`config.mk`:
```
export PLATFORM = sky130hd
export DESIGN_NAME = base64_stream_codec
export DESIGN_NICKNAME = d
export VERILOG_FILES = /design/src/rtl/b64_pkg.sv /design/src/rtl/b64_front.sv /design/src/rtl/b64_cmdq.sv /design/src/rtl/b64_back.sv /design/src/rtl/base64_stream_codec.sv
export SDC_FILE = /design/constraint.sdc
export NUM_CORES = 1
export LEC_CHECK = 0
export BUFFER_PORTS_ARGS = -buffer_cell sky130_fd_sc_hd__buf_2
export CORE_UTILIZATION = 40
export CTS_BUF_LIST = sky130_fd_sc_hd__clkbuf_16
export DETAILED_ROUTE_END_ITERATION = 8
export PLACE_DENSITY = 0.56
export SLEW_MARGIN = 10
export SYNTH_ARGS = -nofsm -noshare
export SYNTH_HDL_FRONTEND = slang
export SYNTH_SLANG_ARGS = --single-unit
```
`constraint.sdc`:
```
create_clock -name i_clk -period 5 [get_ports i_clk]
set_input_delay 0.5 -clock i_clk [delete_from_list [all_inputs] [get_ports i_clk]]
set_output_delay 0.5 -clock i_clk [all_outputs]
set_load 0.01 [all_outputs]
```
`src/rtl/b64_pkg.sv`:
```
`timescale 1ns / 1ps
// ----------------------------------------------------------------------------
// b64_pkg
// Shared types, constants and alphabet functions for the base64 codec.
// ----------------------------------------------------------------------------
package b64_pkg;

    // mode register codes
    localparam logic MODE_ENCODE = 1'b0;
    localparam logic MODE_DECODE = 1'b1;

    // pad character
    localparam logic [7:0] PAD_CHAR = 8'h3D;

    // command queue geometry
    localparam int CMDQ_DEPTH = 4;
    localparam int CMDQ_AW    = $clog2(CMDQ_DEPTH);
    localparam int CMDQ_CW    = $clog2(CMDQ_DEPTH + 1);

    // one command: up to four result bytes from one input transaction
    typedef struct packed {
        logic [3:0][7:0] data;      // result bytes, entry 0 first
        logic [1:0]      top;       // index of the final byte (count - 1)
        logic            has_byte;  // low only for the empty end marker
        logic            last;      // final byte closes the buffer
    } t_cmd;

    // 6-bit value to alphabet character
    function automatic logic [7:0] enc_char(input logic [5:0] v);
        logic [7:0] c;
        if (v < 6'd26) begin
            c = 8'h41 + {2'b00, v};
        end else if (v < 6'd52) begin
            c = 8'h61 + {2'b00, v - 6'd26};
        end else if (v < 6'd62) begin
            c = 8'h30 + {2'b00, v - 6'd52};
        end else if (v == 6'd62) begin
            c = 8'h2B;
        end else begin
            c = 8'h2F;
        end
        return c;
    endfunction

    // character to value: bit 6 set marks a character outside the alphabet
    function automatic logic [6:0] dec_value(input logic [7:0] c);
        logic [6:0] v;
        if (c >= 8'h41 && c <= 8'h5A) begin
            v = 7'(c - 8'h41);
        end else if (c >= 8'h61 && c <= 8'h7A) begin
            v = 7'(c - 8'h61 + 8'd26);
        end else if (c >= 8'h30 && c <= 8'h39) begin
            v = 7'(c - 8'h30 + 8'd52);
        end else if (c == 8'h2B) begin
            v = 7'd62;
        end else if (c == 8'h2F) begin
            v = 7'd63;
        end else begin
            v = 7'd64;
        end
        return v;
    endfunction

endpackage

```
`src/rtl/b64_front.sv`:
```
`timescale 1ns / 1ps
// ----------------------------------------------------------------------------
// b64_front
// Accepts input bytes, tracks group phase and bit accumulator, and turns
// each transaction that yields output into one command of up to four result bytes.
// ----------------------------------------------------------------------------
module b64_front import b64_pkg::*; (
    input  logic       i_clk,
    input  logic       i_rst_n,
    input  logic       i_cfg_valid,
    input  logic       i_cfg_data,
    input  logic       i_push,
    input  logic [7:0] i_in_byte,
    input  logic       i_last_in,
    input  logic       i_q_full,
    output logic       o_cmd_push,
    output t_cmd       o_cmd
);

    logic        r_mode;
    logic [1:0]  r_phase;
    logic [23:0] r_acc;
    logic [1:0]  n_phase;
    logic [23:0] n_acc;

    logic            accept;
    logic [2:0]      cnt;
    logic [3:0][7:0] bytes;
    logic            has;
    logic [6:0]      dv;
    logic [23:0]     acc_v;

    assign accept = i_push && !i_q_full;
    assign dv     = dec_value(i_in_byte);
    assign acc_v  = {r_acc[17:0], dv[5:0]};

    // per-transaction step
    always_comb begin
        n_phase = r_phase;
        n_acc   = r_acc;
        cnt     = 3'd0;
        bytes   = '0;
        has     = 1'b1;
        if (r_mode == MODE_ENCODE) begin
            unique case (r_phase)
                2'd0: begin
                    bytes[0] = enc_char(i_in_byte[7:2]);
                    cnt      = 3'd1;
                    if (i_last_in) begin
                        bytes[1] = enc_char({i_in_byte[1:0], 4'b0000});
                        bytes[2] = PAD_CHAR;
                        bytes[3] = PAD_CHAR;
                        cnt      = 3'd4;
                    end
                    n_acc   = {16'd0, i_in_byte};
                    n_phase = 2'd1;
                end
                2'd1: begin
                    bytes[0] = enc_char({r_acc[1:0], i_in_byte[7:4]});
                    cnt      = 3'd1;
                    if (i_last_in) begin
                        bytes[1] = enc_char({i_in_byte[3:0], 2'b00});
                        bytes[2] = PAD_CHAR;
                        cnt      = 3'd3;
                    end
                    n_acc   = {16'd0, i_in_byte};
                    n_phase = 2'd2;
                end
                default: begin
                    bytes[0] = enc_char({r_acc[3:0], i_in_byte[7:6]});
                    bytes[1] = enc_char(i_in_byte[5:0]);
                    cnt      = 3'd2;
                    n_acc    = '0;
                    n_phase  = 2'd0;
                end
            endcase
        end else begin
            // decode: characters outside the alphabet are skipped
            if (!dv[6]) begin
                if (r_phase == 2'd3) begin
                    bytes[0] = acc_v[23:16];
                    bytes[1] = acc_v[15:8];
                    bytes[2] = acc_v[7:0];
                    cnt      = 3'd3;
                    n_phase  = 2'd0;
                    n_acc    = '0;
                end else begin
                    n_phase = r_phase + 2'd1;
                    n_acc   = acc_v;
                end
            end
            // partial group at end of buffer
            if (i_last_in) begin
                if (n_phase == 2'd3) begin
                    bytes[0] = n_acc[17:10];
                    bytes[1] = n_acc[9:2];
                    cnt      = 3'd2;
                end else if (n_phase == 2'd2) begin
                    bytes[0] = n_acc[11:4];
                    cnt      = 3'd1;
                end
            end
        end
        // empty end marker and group reset at end of buffer
        if (i_last_in) begin
            if (cnt == 3'd0) begin
                cnt      = 3'd1;
                bytes[0] = 8'h00;
                has      = 1'b0;
            end
            n_phase = 2'd0;
            n_acc   = '0;
        end
    end

    // command to the queue
    assign o_cmd_push     = accept && (cnt != 3'd0);
    assign o_cmd.data     = bytes;
    assign o_cmd.top      = 2'(cnt - 3'd1);
    assign o_cmd.has_byte = has;
    assign o_cmd.last     = i_last_in;

    // mode and group state
    always_ff @(posedge i_clk) begin
        if (!i_rst_n) begin
            r_mode  <= MODE_ENCODE;
            r_phase <= 2'd0;
            r_acc   <= '0;
        end else if (i_cfg_valid) begin
            r_mode  <= i_cfg_data;
            r_phase <= 2'd0;
            r_acc   <= '0;
        end else if (accept) begin
            r_phase <= n_phase;
            r_acc   <= n_acc;
        end
    end

endmodule

```
`src/rtl/b64_cmdq.sv`:
```
`timescale 1ns / 1ps
// ----------------------------------------------------------------------------
// b64_cmdq
// Short command queue between front and back, so each side stalls alone.
// ----------------------------------------------------------------------------
module b64_cmdq import b64_pkg::*; (
    input  logic i_clk,
    input  logic i_rst_n,
    input  logic i_wr,
    input  t_cmd i_wr_data,
    input  logic i_rd,
    output t_cmd o_rd_data,
    output logic o_full,
    output logic o_empty
);

    t_cmd               r_mem [CMDQ_DEPTH];
    logic [CMDQ_AW-1:0] r_wr_ptr;
    logic [CMDQ_AW-1:0] r_rd_ptr;
    logic [CMDQ_CW-1:0] r_count;

    assign o_full    = (r_count == CMDQ_CW'(CMDQ_DEPTH));
    assign o_empty   = (r_count == '0);
    assign o_rd_data = r_mem[r_rd_ptr];

    // entry storage
    always_ff @(posedge i_clk) begin
        if (i_wr) begin
            r_mem[r_wr_ptr] <= i_wr_data;
        end
    end

    // pointers and fill level
    always_ff @(posedge i_clk) begin
        if (!i_rst_n) begin
            r_wr_ptr <= '0;
            r_rd_ptr <= '0;
            r_count  <= '0;
        end else begin
            if (i_wr) begin
                r_wr_ptr <= CMDQ_AW'(r_wr_ptr + 1'b1);
            end
            if (i_rd) begin
                r_rd_ptr <= CMDQ_AW'(r_rd_ptr + 1'b1);
            end
            if (i_wr && !i_rd) begin
                r_count <= CMDQ_CW'(r_count + 1'b1);
            end else if (i_rd && !i_wr) begin
                r_count <= CMDQ_CW'(r_count - 1'b1);
            end
        end
    end

    // fill level never passes the depth
    a_count_bound: assert property (@(posedge i_clk) disable iff (!i_rst_n)
        r_count <= CMDQ_CW'(CMDQ_DEPTH))
        else $error("command queue overfilled");

    // no write while full
    a_no_wr_full: assert property (@(posedge i_clk) disable iff (!i_rst_n)
        i_wr |-> !o_full)
        else $error("command written while queue full");

    // no read while empty
    a_no_rd_empty: assert property (@(posedge i_clk) disable iff (!i_rst_n)
        i_rd |-> !o_empty)
        else $error("command read while queue empty");

    // a lone write raises the fill level by one
    a_count_inc: assert property (@(posedge i_clk) disable iff (!i_rst_n)
        (i_wr && !i_rd) |=> r_count == CMDQ_CW'($past(r_count) + 1'b1))
        else $error("fill level did not follow a write");

endmodule

```
`src/rtl/b64_back.sv`:
```
`timescale 1ns / 1ps
// ----------------------------------------------------------------------------
// b64_back
// Holds one command and hands its bytes out one per result transaction.
// ----------------------------------------------------------------------------
module b64_back import b64_pkg::*; (
    input  logic       i_clk,
    input  logic       i_rst_n,
    input  logic       i_q_empty,
    input  t_cmd       i_q_data,
    output logic       o_q_rd,
    input  logic       i_pop,
    output logic       o_empty,
    output logic [7:0] o_out_byte,
    output logic       o_has_byte,
    output logic       o_last_out
);

    logic       r_busy;
    t_cmd       r_cmd;
    logic [1:0] r_idx;

    logic at_top;
    logic take;
    logic finish;
    logic load;

    assign at_top = (r_idx == r_cmd.top);
    assign take   = r_busy && i_pop;
    assign finish = take && at_top;
    assign load   = !i_q_empty && (!r_busy || finish);
    assign o_q_rd = load;

    // result ports
    assign o_empty    = !r_busy;
    assign o_out_byte = r_cmd.data[r_idx];
    assign o_has_byte = r_cmd.has_byte;
    assign o_last_out = r_cmd.last && at_top;

    // control
    always_ff @(posedge i_clk) begin
        if (!i_rst_n) begin
            r_busy <= 1'b0;
            r_idx  <= 2'd0;
        end else if (load) begin
            r_busy <= 1'b1;
            r_idx  <= 2'd0;
        end else if (finish) begin
            r_busy <= 1'b0;
        end else if (take) begin
            r_idx <= r_idx + 2'd1;
        end
    end

    // current command
    always_ff @(posedge i_clk) begin
        if (load) begin
            r_cmd <= i_q_data;
        end
    end

endmodule

```
`src/rtl/base64_stream_codec.sv`:
```
`timescale 1ns / 1ps
// ----------------------------------------------------------------------------
// base64_stream_codec
// Streaming base64 encoder / decoder, standard alphabet, with end marking.
//
// channel  | direction | handshake            | payload
// ---------+-----------+----------------------+------------------------------
// input    | in        | push / full          | i_in_byte, i_last_in
// result   | out       | empty / pop          | o_out_byte, o_has_byte,
//          |           |                      | o_last_out
// config   | in        | i_cfg_valid / ready  | i_cfg_data (mode)
//
// An input transaction is classified in the cycle it is accepted and its
// results (up to four) enter a four-deep command queue; the back end then
// gives one result per cycle while the result side keeps popping. The output
// port sets the rate: encode gives four result bytes per three input bytes.
// Input stalls (full) only when the command queue fills.
// Reset is synchronous and active low; no clearing pass is needed.
// ----------------------------------------------------------------------------
module base64_stream_codec import b64_pkg::*; (
    input  logic       i_clk,
    input  logic       i_rst_n,
    input  logic       i_cfg_valid,
    output logic       o_cfg_ready,
    input  logic       i_cfg_data,
    input  logic       push,
    output logic       full,
    input  logic [7:0] i_in_byte,
    input  logic       i_last_in,
    output logic       empty,
    input  logic       pop,
    output logic [7:0] o_out_byte,
    output logic       o_has_byte,
    output logic       o_last_out
);

    t_cmd q_wr_data;
    t_cmd q_rd_data;
    logic q_wr;
    logic q_rd;
    logic q_full;
    logic q_empty;

    assign o_cfg_ready = 1'b1;
    assign full        = q_full;

    // front end
    b64_front u_front (
        .i_clk      (i_clk),
        .i_rst_n    (i_rst_n),
        .i_cfg_valid(i_cfg_valid),
        .i_cfg_data (i_cfg_data),
        .i_push     (push),
        .i_in_byte  (i_in_byte),
        .i_last_in  (i_last_in),
        .i_q_full   (q_full),
        .o_cmd_push (q_wr),
        .o_cmd      (q_wr_data)
    );

    // command queue
    b64_cmdq u_cmdq (
        .i_clk    (i_clk),
        .i_rst_n  (i_rst_n),
        .i_wr     (q_wr),
        .i_wr_data(q_wr_data),
        .i_rd     (q_rd),
        .o_rd_data(q_rd_data),
        .o_full   (q_full),
        .o_empty  (q_empty)
    );

    // back end
    b64_back u_back (
        .i_clk     (i_clk),
        .i_rst_n   (i_rst_n),
        .i_q_empty (q_empty),
        .i_q_data  (q_rd_data),
        .o_q_rd    (q_rd),
        .i_pop     (pop),
        .o_empty   (empty),
        .o_out_byte(o_out_byte),
        .o_has_byte(o_has_byte),
        .o_last_out(o_last_out)
    );

endmodule
```
; Word level (Yosys, flattened, before mapping)
; Memory sizes are Yosys's and may differ from the RTL's. A register that Yosys moved wholly into a read port is not among the register bits.
; Cells that the tools add are included.
[totals]
regBits = 39
latch_bits = 0
ramBits = 136
mem_bits_ro = 0
inputBits = 15
out_inout_bits = 13
elab_cells = 195
mem_count = 1
[memory_table]
columns = memory, depth, word_bits, read_ports, rd_clocked_by_memory_dff, wr, line_no
row1 = u_cmdq.r_mem, 4, 34, 1, 1, 1, b64_cmdq.sv:17  ; t_cmd r_mem [CMDQ_DEPTH];
[op_classes]
n_addsub = 42
n_mul = 0
div_mod_pow = 0
order_cmp = 25
eq_ne = 13
shifts = 0
n_mux = 74
bitwise_logic = 2
n_reduce_logical = 28
[op_table]
columns = operator, n
row1 = $mux W8, 25
row2 = $add A7 B6 Y8 const A, 12
row3 = $lt A6 B6 Y1 const B, 12
row4 = $mux W18, 4
row5 = $mux W24, 3
row6 = $add A6 B6 Y7 const A, 6
row7 = $mux W3, 14
row8 = $lt A6 B5 Y1 const B, 6
row9 = $sub A6 B5 Y6 const B, 6
row10 = $sub A6 B6 Y6 const B, 6
row11 = $mux W7, 5
row12 = $pmux W16 S2, 1
row13 = $eq A6 B6 Y1 const B, 4
row14 = $mux W22, 1
row15 = $bmux W8 S2, 1
row16 = $eq A8 B6 Y1 const B, 2
row17 = $ge A8 B7 Y1 const B, 2
row18 = $le A8 B7 Y1 const B, 2
row19 = $mux W16, 1
row20 = $pmux W8 S2, 1
row21 = $mux W14, 1
row22 = $mux W2, 7
row23 = $sub A7 B7 Y7 const B, 2
row24 = $mux W6, 2
row25 = other kinds (28), 58

; Logic depth before layout (Yosys ltp)
; Gate-level depths: netlist (run 1).
[logic_depth]
depth_word = 22
depth_mapped = 21
depth_no_buf = 18

; Hierarchy
; From an unflattened synthesis (run 1), not the netlist that was laid out.
[unflattened]
cells_unflattened = 997
area_unflattened_um2 = 12117.9
[by_module_without_submodules]
columns = mod, n_inst, cells_each, area_each_um2, seq_area_each_um2
row1 = b64_cmdq, 1, 231, 5694.2, 4504.3
row2 = b64_front, 1, 694, 4897.2, 420.4
row3 = b64_back, 1, 70, 1515.2, 1141.1
row4 = base64_stream_codec, 1, 2, 11.3, 0.0

; Worst setup path before layout (run 1)
; OpenSTA, ideal clock, no wires.
[synth_timing]
kind = input to register
startpoint = in i_in_byte[7]
endpoint = reg u_cmdq.r_count[2]
setup_ns = 0.076
arrival_time_ns = 4.907
t_required_ns = 4.924
setup_slack_ns = 0.018
stages = 20
n_path_buf = 2
cell_sequence = clkbuf_1 > clkinv_1 > ha_1 > nand2b_1 > a31oi_2 > and2_1 > buf_6 > o311a_4 > nor2_4 > mux2_2 > o21ai_0 > a21oi_1 > ha_1 > a21oi_1 > ha_1 > inv_1 > fa_1 > xor2_1 > or3_1 > a21boi_0
[synth_via]
elab_chain_len = 21
word_cells_on_any_way = 35
classes_between = order compare: 6 / eq/ne: 4 / mux: 15 / reduce/logical: 10
[synth_lines]
columns = item, line_no
row1 = start: declaration, base64_stream_codec.sv:28  ; input logic [7:0] i_in_byte,
row2 = "parallel branches: the longest is 5 deep, another holds $ge A8 B6 Y1", n/a
row3 = $mux W7 (*), b64_pkg.sv:48  ; if (c >= 8'h41 && c <= 8'h5A) begin
row4 = $mux W2, b64_front.sv:79  ; if (!dv[6]) begin
row5 = $mux W2, b64_front.sv:44  ; if (r_mode == MODE_ENCODE) begin
row6 = $eq A2 B2 Y1, b64_front.sv:98  ; end else if (n_phase == 2'd2) begin
row7 = $mux W3, b64_front.sv:98
row8 = $mux W3, b64_front.sv:94  ; if (n_phase == 2'd3) begin
row9 = $mux W3 (*), b64_front.sv:93  ; if (i_last_in) begin
row10 = [... 2 more ...], n/a
row11 = $mux W3, b64_front.sv:106  ; if (cnt == 3'd0) begin
row12 = $mux W3 (*), b64_front.sv:105  ; if (i_last_in) begin
row13 = $reduce_bool A3 Y1 (*), b64_front.sv:117  ; assign o_cmd_push = accept && (cnt != 3'd0);
row14 = $logic_and A1 B1 Y1 (*), b64_front.sv:117
row15 = named net q_wr, base64_stream_codec.sv:39  ; logic q_wr;
row16 = $logic_not A1 Y1, b64_cmdq.sv:48  ; end else if (i_rd && !i_wr) begin
row17 = $logic_and A1 B1 Y1, b64_cmdq.sv:48
row18 = $reduce_bool A2 Y1 (no line), n/a
row19 = end signal: assignment, b64_cmdq.sv:47  ; r_count <= CMDQ_CW'(r_count + 1'b1);
row20 = end signal: assignment, b64_cmdq.sv:49  ; r_count <= CMDQ_CW'(r_count - 1'b1);
row21 = end: declaration, b64_cmdq.sv:20  ; logic [CMDQ_CW-1:0] r_count;
; Mark *: on every way through the listed nets, which the timed path passes. The select of a mux whose other input is x is not followed.
; A chain may end at the register's enable or synchronous reset.

; Final worst setup path (run 1)
[layout_timing]
startpoint = in i_in_byte[3]
endpoint = reg u_cmdq.r_count[2]
[layout_via]
elab_chain_len = 21
word_cells_on_any_way = 40
classes_between = add/sub: 5 / order compare: 6 / eq/ne: 4 / mux: 15 / reduce/logical: 10
[layout_lines]
columns = item, line_no
row1 = "parallel branches: the longest is 5 deep, another holds $sub A7 B6 Y7", n/a
row2 = $mux W7 (*), b64_pkg.sv:48
row3 = $mux W2, b64_front.sv:79
row4 = $mux W2, b64_front.sv:44
row5 = $eq A2 B2 Y1, b64_front.sv:98
row6 = $mux W3, b64_front.sv:98
row7 = $mux W3, b64_front.sv:94
row8 = $mux W3 (*), b64_front.sv:93
row9 = [... 2 more ...], n/a
row10 = $mux W3, b64_front.sv:106
row11 = $mux W3 (*), b64_front.sv:105
row12 = $reduce_bool A3 Y1 (*), b64_front.sv:117
row13 = $logic_and A1 B1 Y1 (*), b64_front.sv:117
row14 = named net q_wr, base64_stream_codec.sv:39
row15 = $logic_not A1 Y1, b64_cmdq.sv:48
row16 = $logic_and A1 B1 Y1, b64_cmdq.sv:48
row17 = $reduce_bool A2 Y1 (no line), n/a
; Marked as above.

==> results.toml, run 1 <==
[die]
placementRows = 59
core_area_um2 = 25980
die_x_um = 164.6
dieArea_um2 = 27080
initial_core_util_pct = 40.68
io_pins = 28
die_h_um = 164.6

[sta]
worst_pin_slew_ps = 877.4
timing.fmax_mhz = 225.7
hold_violations = 0
setup_tns_ps = 0
finalMaxSlewViolations = 0
rsz0062_at_grt = "no"
fin_crit_ps = 4430
setup_viol = 0
fin_crit_sh_pct = 88.61
relSlewSlack_pct = 41.51
skew_ps = 13.15

[cts]
ctsHtreeMaxLevel = 4
clkTransAtPathRegs_ps = 70
clock_latency_ps = 420
cts_tree = "built"
cts_setup_buffers = 0
postCtsHoldBufs = 0
cts_sinks = 176
cts_root_buf = "clkbuf_16"
cts_made_buffers = 17
cts_resized = 0
clockBufferDepth = 2

[routing]
drtPass1Iterations = 5
drtAntennaViolNets = 0
route.detailed.drc = 0
totalWireLength_um = 28300
drt-initial-drc-count = 654
via_per_inst = 5.911
routedWlPerCell_um = 21.44
route.vias.total = 7803

[critical_path]
crit_arrival_ps = 4780
r2r_slack_ps = 860
worstReg2RegStart = "u_front.r_phase[0]"
critPathKind = "input port to flop"
startpoint = "i_in_byte[3]"
r2r_end = "u_cmdq.r_count[2]"
critPathCaptureType = "flop"
cp_max_fo = 9
critPathCapture = "u_cmdq.r_count[2]"
required_ps = 5350
reg2reg_depth = 14
start_kind = "input port"

[synth]
synth_edf_count = 145
syn_inst = 949
async_flop_share_pct = 0
yosysWarnings = 0
yosys.area.top_type = "edfxtp_1"
ys.flop_type = "edfxtp_1"
synth_top_area_share_pct = 41.19
synth_seq_area_share_pct = 47.06
synth_area_um2 = 10570
synth.distinct_cells = 81
synth_fp_nets = 1022
syn_avg_cell_area_um2 = 11.14
synth_area_leaders = "edfxtp_1, mux4_2, ha_1"
ys_seq_elements = 176

[global_routing]
grtUsageMet3_pct = 3.516
globalRouteMet2Util_pct = 35.64
antenna_found_initial = 0
grtUsageTotal_pct = 21.67
busiest_layer = "met2"
overflow = 0
grt_pass1_wl_um = 43940
grt_use_met1_pct = 28.57
grt_pass1_vias = 7586
grt_max_degree = 41

[power_and_ir_drop]
peakVddDrop_mv = 0.3078
power.density_nw_per_um2 = 373.5
leakage_nw = 4.080

[status]
outcome = "finished, final reports clean"

[layout]
final_cell_mix = "edfxtp_1, nand2_1, ha_1"
drive_gt1_share_pct = 15.43
num_antenna_cells = 0
fill_cells = 2478
area.growth.synth_to_final_pct = 11.09
post-route-util_pct = 45.19
final_common_cell = "edfxtp_1"
finalNetCount = 1045

[flow_run]
cap_violations = 0

[worst_hold_path]
hold_path_class = "input port to flop"

[placed_design]
port_buffers = 26
place.gp.congestion = 0.9383
dp_hpwl_um = 20390
==> worst max-delay path: stages <==
cell	delay, ps
buf_2	110
inv_1	280
ha_1	440
o221ai_2	170
and2_1	230
o311a_4	430
o21ai_0	330
a21oi_2	170
o21ai_0	200
a21oi_1	180
ha_1	240
a21oi_1	180
ha_1	220
inv_1	60
fa_1	370
xor2_1	180
or3_1	320
a21boi_0	170
==> state kept, by name (all words and copies together), names as in the netlist <==
signal,flops
u_cmdq.r_count,3
u_cmdq.r_mem,116
u_back.r_cmd,28
u_back.r_idx,2
u_cmdq.r_rd_ptr,2
u_back.o_has_byte,1
u_front.r_mode,1
u_front.r_phase,2
u_back.r_busy,1
u_cmdq.r_wr_ptr,2
u_front.r_acc,18
==> area by class of cell <==
cell class	instances	area, um^2	area share, %
clock buffer	17	425.4	3.623
sequential	176	4976	42.38
multi-input combinational	682	5225	44.50
timing repair buffer	63	407.9	3.474
tap	335	419.2	3.570
inverter	32	120.1	1.023
clock inverter	15	168.9	1.438
==> layer usage <==
layer / share of wire [%] / wire length, um
met4: 2.4 / 689
met5: 0 / 0
met2: 48 / 13630
met1: 44 / 12400
met3: 5.6 / 1578
==> metrics by stage <==
step	area [um^2]	cells	worst slack, ps	total power, mW	hold WS, ps
finish	11740	1320	569.5	4.386	356.9
floorplan	10570	949	17.92	2.743	478.0
detailed placement	11150	1288	211.5	3.107	516.9
CTS	11740	1320	651.4	4.428	346.8
global placement	11150	1288	329.4	3.093	506.8
global route	11740	1320	358.6	4.608	378.4
==> report_power, final <==
part	switching, mW	internal [mW]	total [mW]
Clock	0.542	0.783	1.33
Combinational	0.612	0.446	1.06
Sequential	0.108	1.90	2.00
Total	1.26	3.12	4.39
==> cell usage after synthesis (all sizes together) (7+ instances only) <==
library cell	instances
nand2b	8
a221oi	7
a22oi	15
ha	57
dfxtp	31
a31oi	13
clkbuf	43
xnor2	30
nand2	70
o21ai	58
a211oi	17
mux4	34
mux2i	11
a21o	14
o211ai	18
or2	7
nor2b	13
buf	16
nor3	20
and2	15
inv	27
xor2	25
a21oi	47
nand3	40
nor2	54
and3	10
edfxtp	145
nand4	13
==> worst min-delay path by stage <==
stage / endpoint / slack (ps) / from / cells after the start
final: u_front.r_mode / 360 / i_cfg_data / 3
after global routing: u_front.r_mode / 380 / i_cfg_data / 3
after CTS: u_front.r_mode / 350 / i_cfg_data / 3
after detailed placement: u_back.r_busy / 520 / u_back.r_busy / 2
after global placement: u_cmdq.r_count[2] / 510 / u_cmdq.r_count[2] / 2
after floorplan: u_cmdq.r_count[2] / 480 / u_cmdq.r_count[2] / 2
==> cell families after synthesis <==
kind of cell             synth area share, %
AO/OA/AOI/OAI                          16.83
other                                0.03548
adder cells (fa/ha/maj)                6.937
multiplexers                           8.499
flip-flops                             47.06
XOR/XNOR                               4.557
buffers and inverters                  3.504
AND/OR/NAND/NOR                        12.57
No activity file was read; power rests on OpenSTA's default activity.
==> run 2, diff against run 1 <==
CORE_ASPECT_RATIO = 0.9   (was unset)
CTS_BUF_LIST = sky130_fd_sc_hd__clkbuf_8   (was sky130_fd_sc_hd__clkbuf_16)
PLACE_DENSITY = 0.54   (was 0.56)
clock period = 4.13 ns   (was 5 ns; I/O delays follow)
==> results.toml, run 2 (synthesis results as in run 1) <==
[global_routing]
antenna_found_initial = 0
grt_pass1_wl_um = 46990
grt_pass1_vias = 7865
grtUsageTotal_pct = 22.93
overflow = 0
grt_max_degree = 32

[critical_path]
cp_max_fo = 5
start_kind = "input port"
worstReg2RegStart = "u_front.r_phase[1]"
required_ps = 4520
reg2reg_depth = 14
worst_path_max_delay_cell = "o311a_4"
path_buf_inv = 4
cp_slowest_stage_delay_ps = 380
cp_common_cell = "ha_2"
r2r_end = "u_cmdq.r_count[2]"
critPathKind = "input port to flop"
critPathCaptureType = "flop"
r2r_slack_ps = 520
crit_chain = "buf_2 -> inv_6 -> ha_2 -> buf_4 -> o2111ai_1 -> o21ba_4 -> o311a_4 -> nor2_4 -> mux2_4 -> o21ai_2 -> a21oi_2 -> ha_2 -> a21oi_4 -> ha_2 -> inv_1 -> fa_1 -> xor2_1 -> or3_1 -> a21boi_0"
crit_family = "compound AO/OA/AOI/OAI gates"
crit_arrival_ps = 4130

[sta]
rsz0062_at_grt = "no"
fin_crit_ps = 3740
worst_pin_slew_ps = 828.5
hold_violations = 0
setup_tns_ps = 0
relSlewSlack_pct = 44.39
timing.fmax_mhz = 267.4
setup_viol = 0
finalMaxSlewViolations = 0
fin_crit_sh_pct = 90.55
worst_hold_slack_ps = 256.5
skew_ps = 23.04

[die]
die_x_um = 173.4
initial_core_util_pct = 40.66
placementRows = 56
core_area_um2 = 25990
io_pins = 28
dieArea_um2 = 27080
die_h_um = 156.2

[routing]
route.vias.total = 8160
drtAntennaViolNets = 0
drtPass1Iterations = 5
drt-initial-drc-count = 828
totalWireLength_um = 30080
routedWlPerCell_um = 21.53
via_per_inst = 5.841
route.detailed.drc = 0

[worst_hold_path]
min-delay-start = "i_cfg_data"
holdPathStages = 3
hold_path_class = "input port to flop"
holdPathEnd = "u_front.r_mode"

[layout]
multiInputGateArea_um2 = 5344
reg_top3 = "u_cmdq.r_mem x116, u_back.r_cmd x28, u_front.r_acc x18"
final_cell_mix = "edfxtp_1, buf_4, nand2_1"
fin_area_um2 = 12280
layout.cells.non_filler = 1397
area.growth.synth_to_final_pct = 16.18
num_antenna_cells = 0
layout.area.seq_um2 = 4976
fill_cells = 2362
largest_reg_flops = 116
max_flop_register = "u_cmdq.r_mem"
finalNetCount = 1109
drive_gt1_share_pct = 23.07
final_common_cell = "edfxtp_1"

[cts]
cts_setup_buffers = 0
clockBufferDepth = 2
clkTransAtPathRegs_ps = 100
ctsHtreeMaxLevel = 4
cts_made_buffers = 17
cts_sinks = 176
cts_tree = "built"
postCtsHoldBufs = 0
cts_resized = 0
clock_latency_ps = 460
cts_root_buf = "clkbuf_8"

[power_and_ir_drop]
switching_share_pct = 30.61
power.density_nw_per_um2 = 417.1
power.internal_mw = 3.554
p_switching_mw = 1.568
combPwrFrac_pct = 27.6
seq_power_share_pct = 47.0
peakVddDrop_mv = 0.3002
p_clk_share_pct = 25.4
leakage_nw = 4.347

[placed_design]
dp_cells = 1365
dpl_cell_area_um2 = 11830
dp_hpwl_um = 22220
place.gp.congestion = 0.9433
port_buffers = 26

[flow_run]
cap_violations = 0

[status]
outcome = "finished, final reports clean"
## run 2: cell count changes in the layout (fill, tap and decap cells not counted), moves of 3 or more
cell       change
o21ai_0        -3
ha_4           +3
clkbuf_16     -17
ha_1          -11
buf_4         +60
inv_1          -6
ha_2           +8
clkinv_1       -3
clkinv_4       +3
buf_12         +4
clkbuf_8      +20
## run 2: through the flow
step	total power, mW	setup slack (ps)	util [%]
final	5.122	390.4	47.24
after floorplan	3.342	2.345	-
after global routing	5.382	178.2	47.24
after CTS	5.160	401.5	47.24
after detailed placement	3.872	-92.00	45.52
after global placement	3.855	38.74	45.52
## run 2: power by group through the flow
| stage | combinational [mW] | clock, mW | sequential (mW) |
|---|---|---|---|
| after detailed placement | 1.42 | 0 | 2.45 |
| after CTS | 1.43 | 1.32 | 2.41 |
| after floorplan | 0.947 | 0 | 2.40 |
| final | 1.41 | 1.30 | 2.41 |
| after global placement | 1.41 | 0 | 2.44 |
| after global routing | 1.54 | 1.40 | 2.44 |
## run 2: worst max path at each step
stage                             from                end  cells past startpoint
after global routing      i_in_byte[4]  u_cmdq.r_count[2]                     21
after CTS                 i_in_byte[4]  u_cmdq.r_count[2]                     21
after detailed placement  i_in_byte[4]  u_cmdq.r_count[2]                     21
after floorplan           i_in_byte[5]  u_cmdq.r_count[2]                     20
final                     i_in_byte[2]  u_cmdq.r_count[2]                     19
after global placement    i_in_byte[3]  u_cmdq.r_count[2]                     19
## run 2: worst register-to-register path: stages (launching register included)
cell and delay [ps]:
dfxtp_1 580, inv_1 180, ha_1 500, o211ai_1 180
mux2_4 320, o21ai_2 70, a21oi_2 80, ha_2 220
a21oi_4 160, ha_2 210, inv_1 50, fa_1 380
xor2_1 180, or3_1 290, a21boi_0 150
## run 2: metal layers
metal  GRT usage (%)  vias up  share of wire (%)
met5               0        -                  0
met4           6.195        0                1.9
met3           3.644       40                5.4
met2           35.76      289                 45
met1           33.04     4030                 47
li1                -     3801                  -
## run 2: layout make-up
class | instances | share of cell area, %
Clock buffer | 20 | 2.241
Clock inverter | 12 | 1.396
Inverter | 32 | 1.141
Multi-Input combinational cell | 682 | 43.52
Sequential cell | 176 | 40.52
Tap cell | 348 | 3.546
Timing Repair Buffer | 127 | 7.641
==> run 3, diff against run 2 <==
RECOVER_POWER = 100   (was unset)
==> results.toml, run 3 (synthesis results as in run 1) <==
[power_and_ir_drop]
combPwrFrac_pct = 26.9
switching_share_pct = 30.83
seq_power_share_pct = 47.5
power.density_nw_per_um2 = 418.4
p_switching_mw = 1.565
power.internal_mw = 3.511
p_clk_share_pct = 25.6
peakVddDrop_mv = 0.2831
leakage_nw = 4.237

[cts]
cts_sinks = 176
postCtsHoldBufs = 0
cts_tree = "built"
cts_setup_buffers = 0
cts_root_buf = "clkbuf_8"
clockBufferDepth = 2
cts_resized = 0
clkTransAtPathRegs_ps = 90
ctsHtreeMaxLevel = 4
clock_latency_ps = 460
cts_made_buffers = 17

[die]
die_x_um = 173.4
io_pins = 28
dieArea_um2 = 27080
placementRows = 56
die_h_um = 156.2
initial_core_util_pct = 40.66
core_area_um2 = 25990

[global_routing]
grt_pass1_vias = 7865
antenna_found_initial = 0
grtUsageTotal_pct = 22.93
grt_pass1_wl_um = 46990
overflow = 0
grt_max_degree = 32

[critical_path]
start_kind = "input port"
critPathKind = "input port to flop"
critPathCaptureType = "flop"
required_ps = 4220
crit_arrival_ps = 3950
cp_max_fo = 29

[layout]
post-route-util_pct = 46.67
area.growth.synth_to_final_pct = 14.78
num_antenna_cells = 0
max_flop_register = "u_cmdq.r_mem"
finalNetCount = 1109
drive_gt1_share_pct = 19.83
final_common_cell = "edfxtp_1"
largest_reg_flops = 116
reg_top3 = "u_cmdq.r_mem x116, u_back.r_cmd x28, u_front.r_acc x18"
layout.cells.non_filler = 1397
final_cell_mix = "edfxtp_1, buf_4, nand2_1"

[sta]
relSlewSlack_pct = -23.43
skew_ps = 22.32
finalMaxSlewViolations = 22
worst_hold_slack_ps = 255.2
setup_tns_ps = 0
fin_crit_sh_pct = 93.30
fin_crit_ps = 3853
setup_viol = 0
rsz0062_at_grt = "no"
hold_violations = 0
worst_pin_slew_ps = 1851
timing.fmax_mhz = 259.5

[routing]
drtPass1Iterations = 5
via_per_inst = 5.829
drt-initial-drc-count = 841
route.vias.total = 8143
drtAntennaViolNets = 0
totalWireLength_um = 30200
routedWlPerCell_um = 21.61
route.detailed.drc = 0

[worst_hold_path]
hold_path_class = "input port to flop"

[placed_design]
place.gp.congestion = 0.9433
dp_cells = 1365
port_buffers = 26
dp_hpwl_um = 22220

[status]
violations = "max-capacitance violations, max-slew violations"
outcome = "finished with violations"

[flow_run]
cap_violations = 1
run 3: power groups by stage:
stage | Combinational [mW] | Clock [mW] | Sequential, mW
finish | 1.36 | 1.30 | 2.41
global route | 1.49 | 1.40 | 2.44
CTS | 1.43 | 1.32 | 2.41
detailed placement | 1.42 | 0 | 2.45
global placement | 1.41 | 0 | 2.44
floorplan | 0.947 | 0 | 2.40
run 3: stage by stage:
stage               power [mW]  cell area (um^2)  worst slack (ps)
finish                   5.076             12130             276.7
global placement         3.855             11830             38.74
CTS                      5.160             12280             401.5
global route             5.338             12130             99.30
floorplan                3.342             10740             2.345
detailed placement       3.872             11830            -92.00
run 3: layout make-up:
class | count | area [um^2]
Timing Repair Buffer | 127 | 822.0
Multi-Input combinational cell | 682 | 5314
Clock buffer | 20 | 275.3
Clock inverter | 12 | 171.4
Inverter | 32 | 140.1
Tap cell | 348 | 435.4
Fill cell | 2401 | 13860
Sequential cell | 176 | 4975
run 3: layer usage:
layer | vias up | global-route usage, % | part of all wire [%]
met5 | - | 0 | 0
met4 | 0 | 6.195 | 1.8
met3 | 34 | 3.644 | 5.6
met2 | 277 | 35.76 | 45
met1 | 4034 | 33.04 | 47
li1 | 3798 | - | -
run 3: final timing paths:
path	end	cells after the start	slack (ps)	startpoint
worst max-delay path	u_cmdq.r_mem[0][27]	18	280	i_in_byte[4]
worst max register to register	u_cmdq.r_mem[0][27]	11	470	u_front.r_phase[1]
worst min register to register	u_cmdq.r_count[2]	2	520	u_cmdq.r_count[2]
worst min-delay path	u_front.r_mode	3	260	i_cfg_data
run 3: worst max-delay path: stages:
cell and delay, ps:
clkbuf_1 120, inv_1 150, ha_2 250, and3_1 190, or3_1 340, nand4_1 140
buf_4 140, o311ai_4 110, clkbuf_1 220, nand2_1 120, a21oi_1 80, o21ai_2 190
a21oi_2 80, ha_1 240, a21oi_4 170, clkbuf_1 290, and2_0 170, clkbuf_4 460
